[src/design/assert_macros.svh]
// Assertion macros shared by the design files.
// No dependencies; the bodies are empty when SYNTH is defined.
`ifndef ASSERT_MACROS_SVH
`define ASSERT_MACROS_SVH
`ifndef SYNTH
// Implication or plain property, checked on the rising clock edge outside reset.
`define PAFC_ASSERT(lbl, clk, rstn, prop) \
  lbl: assert property (@(posedge clk) disable iff (!rstn) (prop)) \
    else $error("pafc assertion failed");
// Condition that must never be true outside reset.
`define PAFC_NEVER(lbl, clk, rstn, cond) \
  lbl: assert property (@(posedge clk) disable iff (!rstn) !(cond)) \
    else $error("pafc forbidden condition seen");
`else
`define PAFC_ASSERT(lbl, clk, rstn, prop)
`define PAFC_NEVER(lbl, clk, rstn, cond)
`endif
`endif

[src/design/pafc_pkg.sv]
// Package for the probabilistic access-frequency counter: constants,
// control/status structs and the sequencer state type. No dependencies.
package pafc_pkg;

  localparam logic [63:0]  LEHMER_MULT   = 64'hda942042e4dd58b5;
  localparam logic [127:0] RNG_RESET     = 128'd1;
  localparam logic [7:0]   COUNT_MAX     = 8'd255;
  localparam logic [7:0]   CERTAIN_BELOW = 8'd32;
  localparam logic [5:0]   STEP_LAST     = 6'd63;

  // Request to the serial generator / remainder unit
  typedef struct packed {
    logic       start;
    logic [7:0] divisor;
  } pafc_ctl_t;

  // Status back from the unit
  typedef struct packed {
    logic busy;
    logic done;
    logic hit;
  } pafc_sts_t;

  typedef enum logic [1:0] {
    ST_IDLE,
    ST_RUN,
    ST_FIN
  } pafc_state_t;

endpackage

[src/design/pafc_if.sv]
// Valid/ready channel interfaces for the hit input and the result output.
// Depends on nothing; payload fields are fixed 8-bit and 1-bit values.
interface pafc_in_if;
  logic       valid;
  logic       ready;
  logic [7:0] entry_count;
  logic [7:0] entry_stamp;
  logic [7:0] now_low;

  modport source (output valid, entry_count, entry_stamp, now_low, input ready);
  modport sink   (input valid, entry_count, entry_stamp, now_low, output ready);
endinterface

interface pafc_out_if;
  logic       valid;
  logic       ready;
  logic [7:0] new_count;
  logic [7:0] new_stamp;
  logic       bumped;

  modport source (output valid, new_count, new_stamp, bumped, input ready);
  modport sink   (input valid, new_count, new_stamp, bumped, output ready);
endinterface

[src/design/probabilistic_access_frequency_counter_top.sv]
// Approximate LFU counter top level with a Lehmer64 random source.
// Without a random draw an accepted hit goes straight to the decision and output load;
// with one, 64 serial multiply/remainder steps come first, then decision and output load.
// One item at a time; an output stall holds the finished item back from the output register.
// Next item is taken while a result waits.
// Reset (rst_n low, synchronous): generator state = 1, channels empty.
`include "assert_macros.svh"

module probabilistic_access_frequency_counter_top (
  input  logic              clk,
  input  logic              rst_n,
  pafc_in_if.sink           in_ch,
  pafc_out_if.source        out_ch
);

  pafc_pkg::pafc_state_t st_r, st_nxt;
  pafc_pkg::pafc_ctl_t   ctl;
  pafc_pkg::pafc_sts_t   sts;

  logic [7:0] count_r, stamp_r, now_r;
  logic       bump_r, bump_nxt;
  logic       out_valid_r, out_load;
  logic [7:0] out_count_r, out_stamp_r;
  logic       out_bump_r;
  logic       in_acc, skip, certain;

  pafc_lehmer u_lehmer (
    .clk   (clk),
    .rst_n (rst_n),
    .ctl   (ctl),
    .sts   (sts)
  );

  assign in_ch.ready = (st_r == pafc_pkg::ST_IDLE);
  assign in_acc      = in_ch.valid && in_ch.ready;
  assign skip        = (in_ch.entry_count == pafc_pkg::COUNT_MAX) ||
                       (in_ch.entry_stamp == in_ch.now_low);
  assign certain     = in_ch.entry_count < pafc_pkg::CERTAIN_BELOW;

  // Sequencer next state and unit request
  always_comb begin
    st_nxt      = st_r;
    bump_nxt    = bump_r;
    ctl.start   = 1'b0;
    ctl.divisor = in_ch.entry_count;
    out_load    = 1'b0;
    case (st_r)
      pafc_pkg::ST_IDLE: begin
        if (in_acc) begin
          bump_nxt = !skip && certain;
          if (!skip && !certain) begin
            ctl.start = 1'b1;
            st_nxt    = pafc_pkg::ST_RUN;
          end else begin
            st_nxt = pafc_pkg::ST_FIN;
          end
        end
      end
      pafc_pkg::ST_RUN: begin
        if (sts.done) begin
          bump_nxt = sts.hit;
          st_nxt   = pafc_pkg::ST_FIN;
        end
      end
      pafc_pkg::ST_FIN: begin
        if (!out_valid_r || out_ch.ready) begin
          out_load = 1'b1;
          st_nxt   = pafc_pkg::ST_IDLE;
        end
      end
      default: st_nxt = pafc_pkg::ST_IDLE;
    endcase
  end

  always_ff @(posedge clk) begin
    if (!rst_n) begin
      st_r <= pafc_pkg::ST_IDLE;
    end else begin
      st_r <= st_nxt;
    end
  end

  // Hold the accepted hit and the decision
  always_ff @(posedge clk) begin
    bump_r <= bump_nxt;
    if (in_acc) begin
      count_r <= in_ch.entry_count;
      stamp_r <= in_ch.entry_stamp;
      now_r   <= in_ch.now_low;
    end
  end

  // Output register
  always_ff @(posedge clk) begin
    if (!rst_n) begin
      out_valid_r <= 1'b0;
    end else if (out_load) begin
      out_valid_r <= 1'b1;
    end else if (out_ch.ready) begin
      out_valid_r <= 1'b0;
    end
  end

  always_ff @(posedge clk) begin
    if (out_load) begin
      out_count_r <= bump_r ? 8'(count_r + 8'd1) : count_r;
      out_stamp_r <= bump_r ? now_r : stamp_r;
      out_bump_r  <= bump_r;
    end
  end

  assign out_ch.valid     = out_valid_r;
  assign out_ch.new_count = out_count_r;
  assign out_ch.new_stamp = out_stamp_r;
  assign out_ch.bumped    = out_bump_r;

  // Checks
  `PAFC_NEVER(a_ready_busy, clk, rst_n, in_ch.ready && sts.busy)
  `PAFC_ASSERT(a_done_in_run, clk, rst_n, sts.done |-> st_r == pafc_pkg::ST_RUN)
  `PAFC_ASSERT(a_start_idle, clk, rst_n, ctl.start |-> st_r == pafc_pkg::ST_IDLE)
  `PAFC_NEVER(a_bump_wrap, clk, rst_n, out_valid_r && out_bump_r && out_count_r == 8'd0)

endmodule

[src/design/pafc_lehmer.sv]
// Serial Lehmer64 advance plus LSB-first remainder of the low word.
// Depends on pafc_pkg (constants, control/status structs).
module pafc_lehmer (
  input  logic                clk,
  input  logic                rst_n,
  input  pafc_pkg::pafc_ctl_t ctl,
  output pafc_pkg::pafc_sts_t sts
);

  logic [127:0] state_r;
  logic [127:0] acc_r, acc_nxt;
  logic [63:0]  lo_r, lo_nxt;
  logic [7:0]   rem_r, rem_nxt;
  logic [7:0]   pow_r, pow_nxt;
  logic [7:0]   div_r;
  logic [5:0]   step_r;
  logic         busy_r, done_r, hit_r;

  logic [127:0] addend, sum;
  logic         pbit;
  logic [8:0]   rsum, psum;

  // One multiplier bit per cycle; product bit i falls out of acc bit 0,
  // and feeds the remainder as bit_i * (2^i mod divisor).
  always_comb begin
    addend  = pafc_pkg::LEHMER_MULT[step_r] ? state_r : '0;
    sum     = acc_r + addend;
    pbit    = sum[0];
    acc_nxt = {1'b0, sum[127:1]};
    lo_nxt  = {pbit, lo_r[63:1]};
    rsum    = {1'b0, rem_r} + (pbit ? {1'b0, pow_r} : 9'd0);
    rem_nxt = (rsum >= {1'b0, div_r}) ? 8'(rsum - {1'b0, div_r}) : rsum[7:0];
    psum    = {pow_r, 1'b0};
    pow_nxt = (psum >= {1'b0, div_r}) ? 8'(psum - {1'b0, div_r}) : psum[7:0];
  end

  always_ff @(posedge clk) begin
    if (!rst_n) begin
      busy_r  <= 1'b0;
      done_r  <= 1'b0;
      state_r <= pafc_pkg::RNG_RESET;
    end else begin
      done_r <= 1'b0;
      if (ctl.start) begin
        busy_r <= 1'b1;
        step_r <= '0;
        acc_r  <= '0;
        rem_r  <= '0;
        pow_r  <= 8'd1;
        div_r  <= ctl.divisor;
      end else if (busy_r) begin
        acc_r  <= acc_nxt;
        lo_r   <= lo_nxt;
        rem_r  <= rem_nxt;
        pow_r  <= pow_nxt;
        step_r <= 6'(step_r + 6'd1);
        if (step_r == pafc_pkg::STEP_LAST) begin
          busy_r  <= 1'b0;
          done_r  <= 1'b1;
          hit_r   <= (rem_nxt == 8'd0);
          state_r <= {acc_nxt[63:0], lo_nxt};
        end
      end
    end
  end

  assign sts.busy = busy_r;
  assign sts.done = done_r;
  assign sts.hit  = hit_r;

endmodule
[src/flat_wrapper.sv]
// flat-port wrapper written by rule: the top's interface ports become plain ports
module probabilistic_access_frequency_counter_top_flat 
  (clk, rst_n, in_ch_valid, in_ch_entry_count, in_ch_entry_stamp, in_ch_now_low, in_ch_ready, out_ch_valid, out_ch_new_count, out_ch_new_stamp, out_ch_bumped, out_ch_ready);
  pafc_in_if in_ch_i ();
  pafc_out_if out_ch_i ();
  input  logic clk;
  input  logic rst_n;
  input wire logic [$bits(in_ch_i.valid)-1:0] in_ch_valid;
  input wire logic [$bits(in_ch_i.entry_count)-1:0] in_ch_entry_count;
  input wire logic [$bits(in_ch_i.entry_stamp)-1:0] in_ch_entry_stamp;
  input wire logic [$bits(in_ch_i.now_low)-1:0] in_ch_now_low;
  output wire logic [$bits(in_ch_i.ready)-1:0] in_ch_ready;
  output wire logic [$bits(out_ch_i.valid)-1:0] out_ch_valid;
  output wire logic [$bits(out_ch_i.new_count)-1:0] out_ch_new_count;
  output wire logic [$bits(out_ch_i.new_stamp)-1:0] out_ch_new_stamp;
  output wire logic [$bits(out_ch_i.bumped)-1:0] out_ch_bumped;
  input wire logic [$bits(out_ch_i.ready)-1:0] out_ch_ready;
  assign in_ch_i.valid = in_ch_valid;
  assign in_ch_i.entry_count = in_ch_entry_count;
  assign in_ch_i.entry_stamp = in_ch_entry_stamp;
  assign in_ch_i.now_low = in_ch_now_low;
  assign in_ch_ready = in_ch_i.ready;
  assign out_ch_valid = out_ch_i.valid;
  assign out_ch_new_count = out_ch_i.new_count;
  assign out_ch_new_stamp = out_ch_i.new_stamp;
  assign out_ch_bumped = out_ch_i.bumped;
  assign out_ch_i.ready = out_ch_ready;
  probabilistic_access_frequency_counter_top u_core (.clk(clk), .rst_n(rst_n), .in_ch(in_ch_i), .out_ch(out_ch_i));
endmodule
[config.mk]
export PLATFORM = sky130hd
export DESIGN_NAME = probabilistic_access_frequency_counter_top_flat
export DESIGN_NICKNAME = d
export VERILOG_FILES = /design/src/design/pafc_pkg.sv /design/src/design/pafc_if.sv /design/src/design/probabilistic_access_frequency_counter_top.sv /design/src/design/pafc_lehmer.sv /design/src/flat_wrapper.sv
export VERILOG_INCLUDE_DIRS = /design/src /design/src/design
export SDC_FILE = /design/constraint.sdc
export NUM_CORES = 1
export LEC_CHECK = 0
export BUFFER_PORTS_ARGS = -buffer_cell sky130_fd_sc_hd__buf_2
export CORE_UTILIZATION = 55
export DETAILED_ROUTE_END_ITERATION = 7
export GPL_TIMING_DRIVEN = 0
export PLACE_DENSITY = 0.78
export SLEW_MARGIN = 40
export SYNTH_ARGS = -nofsm -noshare
export SYNTH_HDL_FRONTEND = slang
export SYNTH_HIERARCHICAL = 1
export SYNTH_SLANG_ARGS = --single-unit
export TNS_END_PERCENT = 10
[constraint.sdc]
create_clock -name clk -period 16.71 [get_ports clk]
set_clock_uncertainty 0.15 [all_clocks]
set_input_delay 3.342 -clock clk [delete_from_list [all_inputs] [get_ports clk]]
set_output_delay 3.342 -clock clk [all_outputs]
set_load 0.01 [all_outputs]
==> key figures <==
Timing
  • Worst slew pin tran: 882 ps
  • Final period util: 0.405
  • Hold Fails Final Rpt: 0
  • RSZ-0062 raised after global routing: false
  • Fmax: 148 MHz
  • Minimum clock period: 6770 ps
  • Setup Viol. Count Final: 0
  • Slew margin rel.: 0.407
  • Final Max Slew Viols: 0
  • Setup TNS: 0 ps
  • Worst Slack Setup Final: 9940 ps

Setup path
  • Worst path most repeated cell: clkbuf_1
  • Worst stage delay on the critical path: 710 ps
  • Critical Path Source: in_ch_entry_count[5]
  • Crit. End Element: flop
  • Reg2Reg Setup Slack: 10470 ps
  • Crit path arrival time: 6860 ps
  • Startpoint types: primary input
  • Crit path max-delay family: buffers and inverters
  • CP bufs+invs: 6
  • CP Class: in2reg
  • Crit-path max FO: 10
  • R2R depth: 18
  • CP max stage cell: clkbuf_1
  • WP depth: 11
  • Worst EP required: 16810 ps
  • Crit path cell chain: buf_2 -> nor3_1 -> nor3_1 -> o21ai_0 -> nor3b_1 -> clkbuf_1 -> clkbuf_1 -> clkbuf_1 -> buf_2 -> nand2_1 -> inv_1

Global route
  • Grt ovf: 0
  • Number of global-route vias before repair: 20900
  • First-pass GRT wire length: 115000 um
  • Largest net degree at the start of global routing: 75
  • GRT Util Overall: 0.317
  • Initial antenna violation count: 1

Layout
  • Number of antenna diodes: 0
  • Area of the multi-input gates: 0.0134 mm2
  • Layout filler cell count: 3791
  • Sequential cell area: 0.0106 mm2
  • Layout Nets: 3059
  • Synth-to-Final Area Change: 10.2%
  • Share of post-route cells with drive strength above 1: 0.0716
  • Layout Cells excl Fill: 3496

Synth
  • Mapped cell area: 0.0248 mm2
  • Syn avg cell area: 8.93 um2
  • Ys Warns: 6
  • Cells after Synth: 2775
  • Syn Nets: 2964

CTS
  • CTS Buffer Depth: 3
  • Post-CTS sizing: 0
  • CTS clk-pin slew, worst paths: 60 ps
  • Clock Latency Late Sink: 590 ps
  • TritonCTS clock tree: yes
  • H-tree depth: 2
  • Num CTS Buffers: 43
  • Number of setup buffers added after CTS: 0
  • Root Driver: clkbuf_16
  • Cts hold-fix bufs: 0
  • CTS Sinks: 397

Floorplan
  • Starting Density: 0.559
  • DIE WIDTH: 214 um
  • Num rows: 77
  • Core Area: 0.0443 mm2
  • Die Span Y: 214 um
  • # IOs: 47
  • Die Area: 0.0459 mm2

Power and ir drop
  • Switching power: 0.000864 W
  • Internal power: 0.00192 W
  • Worst vdd ir: 0.000101 V
  • Combinational Power Share: 0.238
  • Static leakage: 10.4 nW
  • Register share of total power: 0.417
  • P per Cell Area: 102 mW/mm2
  • Clk pwr share: 0.345
  • Switch share: 0.310

Route
  • Vias after detailed routing: 21500
  • DRC viols: 0
  • First-pass detailed-route iteration total: 6
  • WL final: 73400 um
  • Iter 0 DRT Violations: 2501
  • Drt wl/cell: 21.0 um
  • Via density: 6.16
  • Post-route ant nets: 0

Worst hold path
  • Hold path depth: 0
  • Worst Hold Class: reg2reg
  • Worst Hold Launch: u_core/u_lehmer/lo_r[18]

Placement
  • Routability cong.: 0.991
  • DP Worst Slack: 9500 ps
  • Placed Instances: 3417
  • PortBufs: 46
  • DP HPWL: 56500 um

Run status
  • Status: finished clean

Flow run
  • Max Cap Viol: 0
==> per-layer routing <==
layer  vias to the layer above  part of all wire  track usage
li1                      10200                 -            -
met4                         4             0.031        0.105
met2                       876              0.45        0.501
met5                         -           0.00038            0
met3                       143             0.080       0.0406
met1                     10300              0.44        0.449
==> worst paths after layout <==
kind / to
worst min-delay path: u_core/u_lehmer/lo_r[17]
worst max-delay path: u_core/u_lehmer/div_r[2]
worst max register to register: u_core/u_lehmer/hit_r
worst min register to register: u_core/u_lehmer/lo_r[17]
==> sequential cells by signal (all words and copies together) (netlist names), 2 cells and up, named ones only <==
name                     cells
u_core/u_lehmer/div_r        8
u_core/out_ch.new_stamp      8
u_core/stamp_r               8
u_core/u_lehmer/lo_r        63
u_core/u_lehmer/rem_r        8
u_core/count_r               8
u_core/u_lehmer/state_r    128
u_core/now_r                 8
u_core/u_lehmer/acc_r      127
u_core/u_lehmer/step_r       6
u_core/u_lehmer/pow_r        8
u_core/out_ch.new_count      8
u_core/st_r                  2
==> power by group through the flow <==
stage / Sequential [W] / Clock, W / Combinational [W]
2_1_floorplan: 0.00118 / 0 / 0.000479
3_3_place_gp: 0.00119 / 0 / 0.000614
3_5_place_dp: 0.00118 / 0 / 0.000646
4_1_cts: 0.00116 / 0.000976 / 0.000651
5_1_grt: 0.00117 / 0.00101 / 0.000733
6_report: 0.00116 / 0.000960 / 0.000661
==> layout make-up <==
cell class | instances | share of cell area
repair buffers | 50 | 0.0116
clock inverters | 20 | 0.00568
clock buffers | 59 | 0.0461
multi-input cells | 2165 | 0.490
well taps | 592 | 0.0271
plain buffers | 137 | 0.0214
inverters | 76 | 0.0108
flip-flops and latches | 397 | 0.387
==> worst reg2reg max path, cell delays in order, from the launching register on <==
cell and delay, ps:
dfxtp_1 370, clkbuf_1 470, and2_1 220, ha_1 430, and2_1 270, ha_1 210
fa_1 410, a21o_1 170, a21oi_1 240, o21bai_1 100, a21oi_1 240, xnor2_1 200
ha_1 310, nand4_1 80, nor2_1 60, a2111oi_2 690, nand2_1 400, mux2_2 390
nor3b_1 560
==> through the flow <==
step / util / cell area [um2] / total power, W / hold WS, ps
floorplan: - / 24800 / 0.00166 / 276
global placement: 0.581 / 25700 / 0.00180 / 279
detailed placement: 0.584 / 25900 / 0.00183 / 284
CTS: 0.616 / 27300 / 0.00279 / 300
global route: 0.616 / 27300 / 0.00291 / 312
finish: 0.616 / 27300 / 0.00278 / 298
==> cells in the final DEF, fill, tap and decap left out, types with 10 or more instances in the layout <==
| cell type | count |
|---|---|
| a211oi_1 | 18 |
| a21boi_0 | 17 |
| a21o_1 | 73 |
| a21oi_1 | 317 |
| a221oi_1 | 11 |
| a31oi_1 | 17 |
| and2_1 | 143 |
| buf_2 | 49 |
| clkbuf_1 | 121 |
| clkbuf_16 | 46 |
| clkinv_2 | 10 |
| dfxtp_1 | 134 |
| edfxtp_1 | 263 |
| ha_1 | 157 |
| inv_1 | 74 |
| mux2_2 | 21 |
| nand2_1 | 320 |
| nand2b_1 | 18 |
| nand3_1 | 40 |
| nand4_1 | 72 |
| nor2_1 | 336 |
| nor2b_1 | 29 |
| nor3_1 | 60 |
| nor4_1 | 17 |
| o211ai_1 | 14 |
| o21a_1 | 36 |
| o21ai_0 | 113 |
| o21bai_1 | 46 |
| o31ai_1 | 17 |
| xnor2_1 | 83 |
| xor2_1 | 40 |
Power figures use the tool's default switching activity.
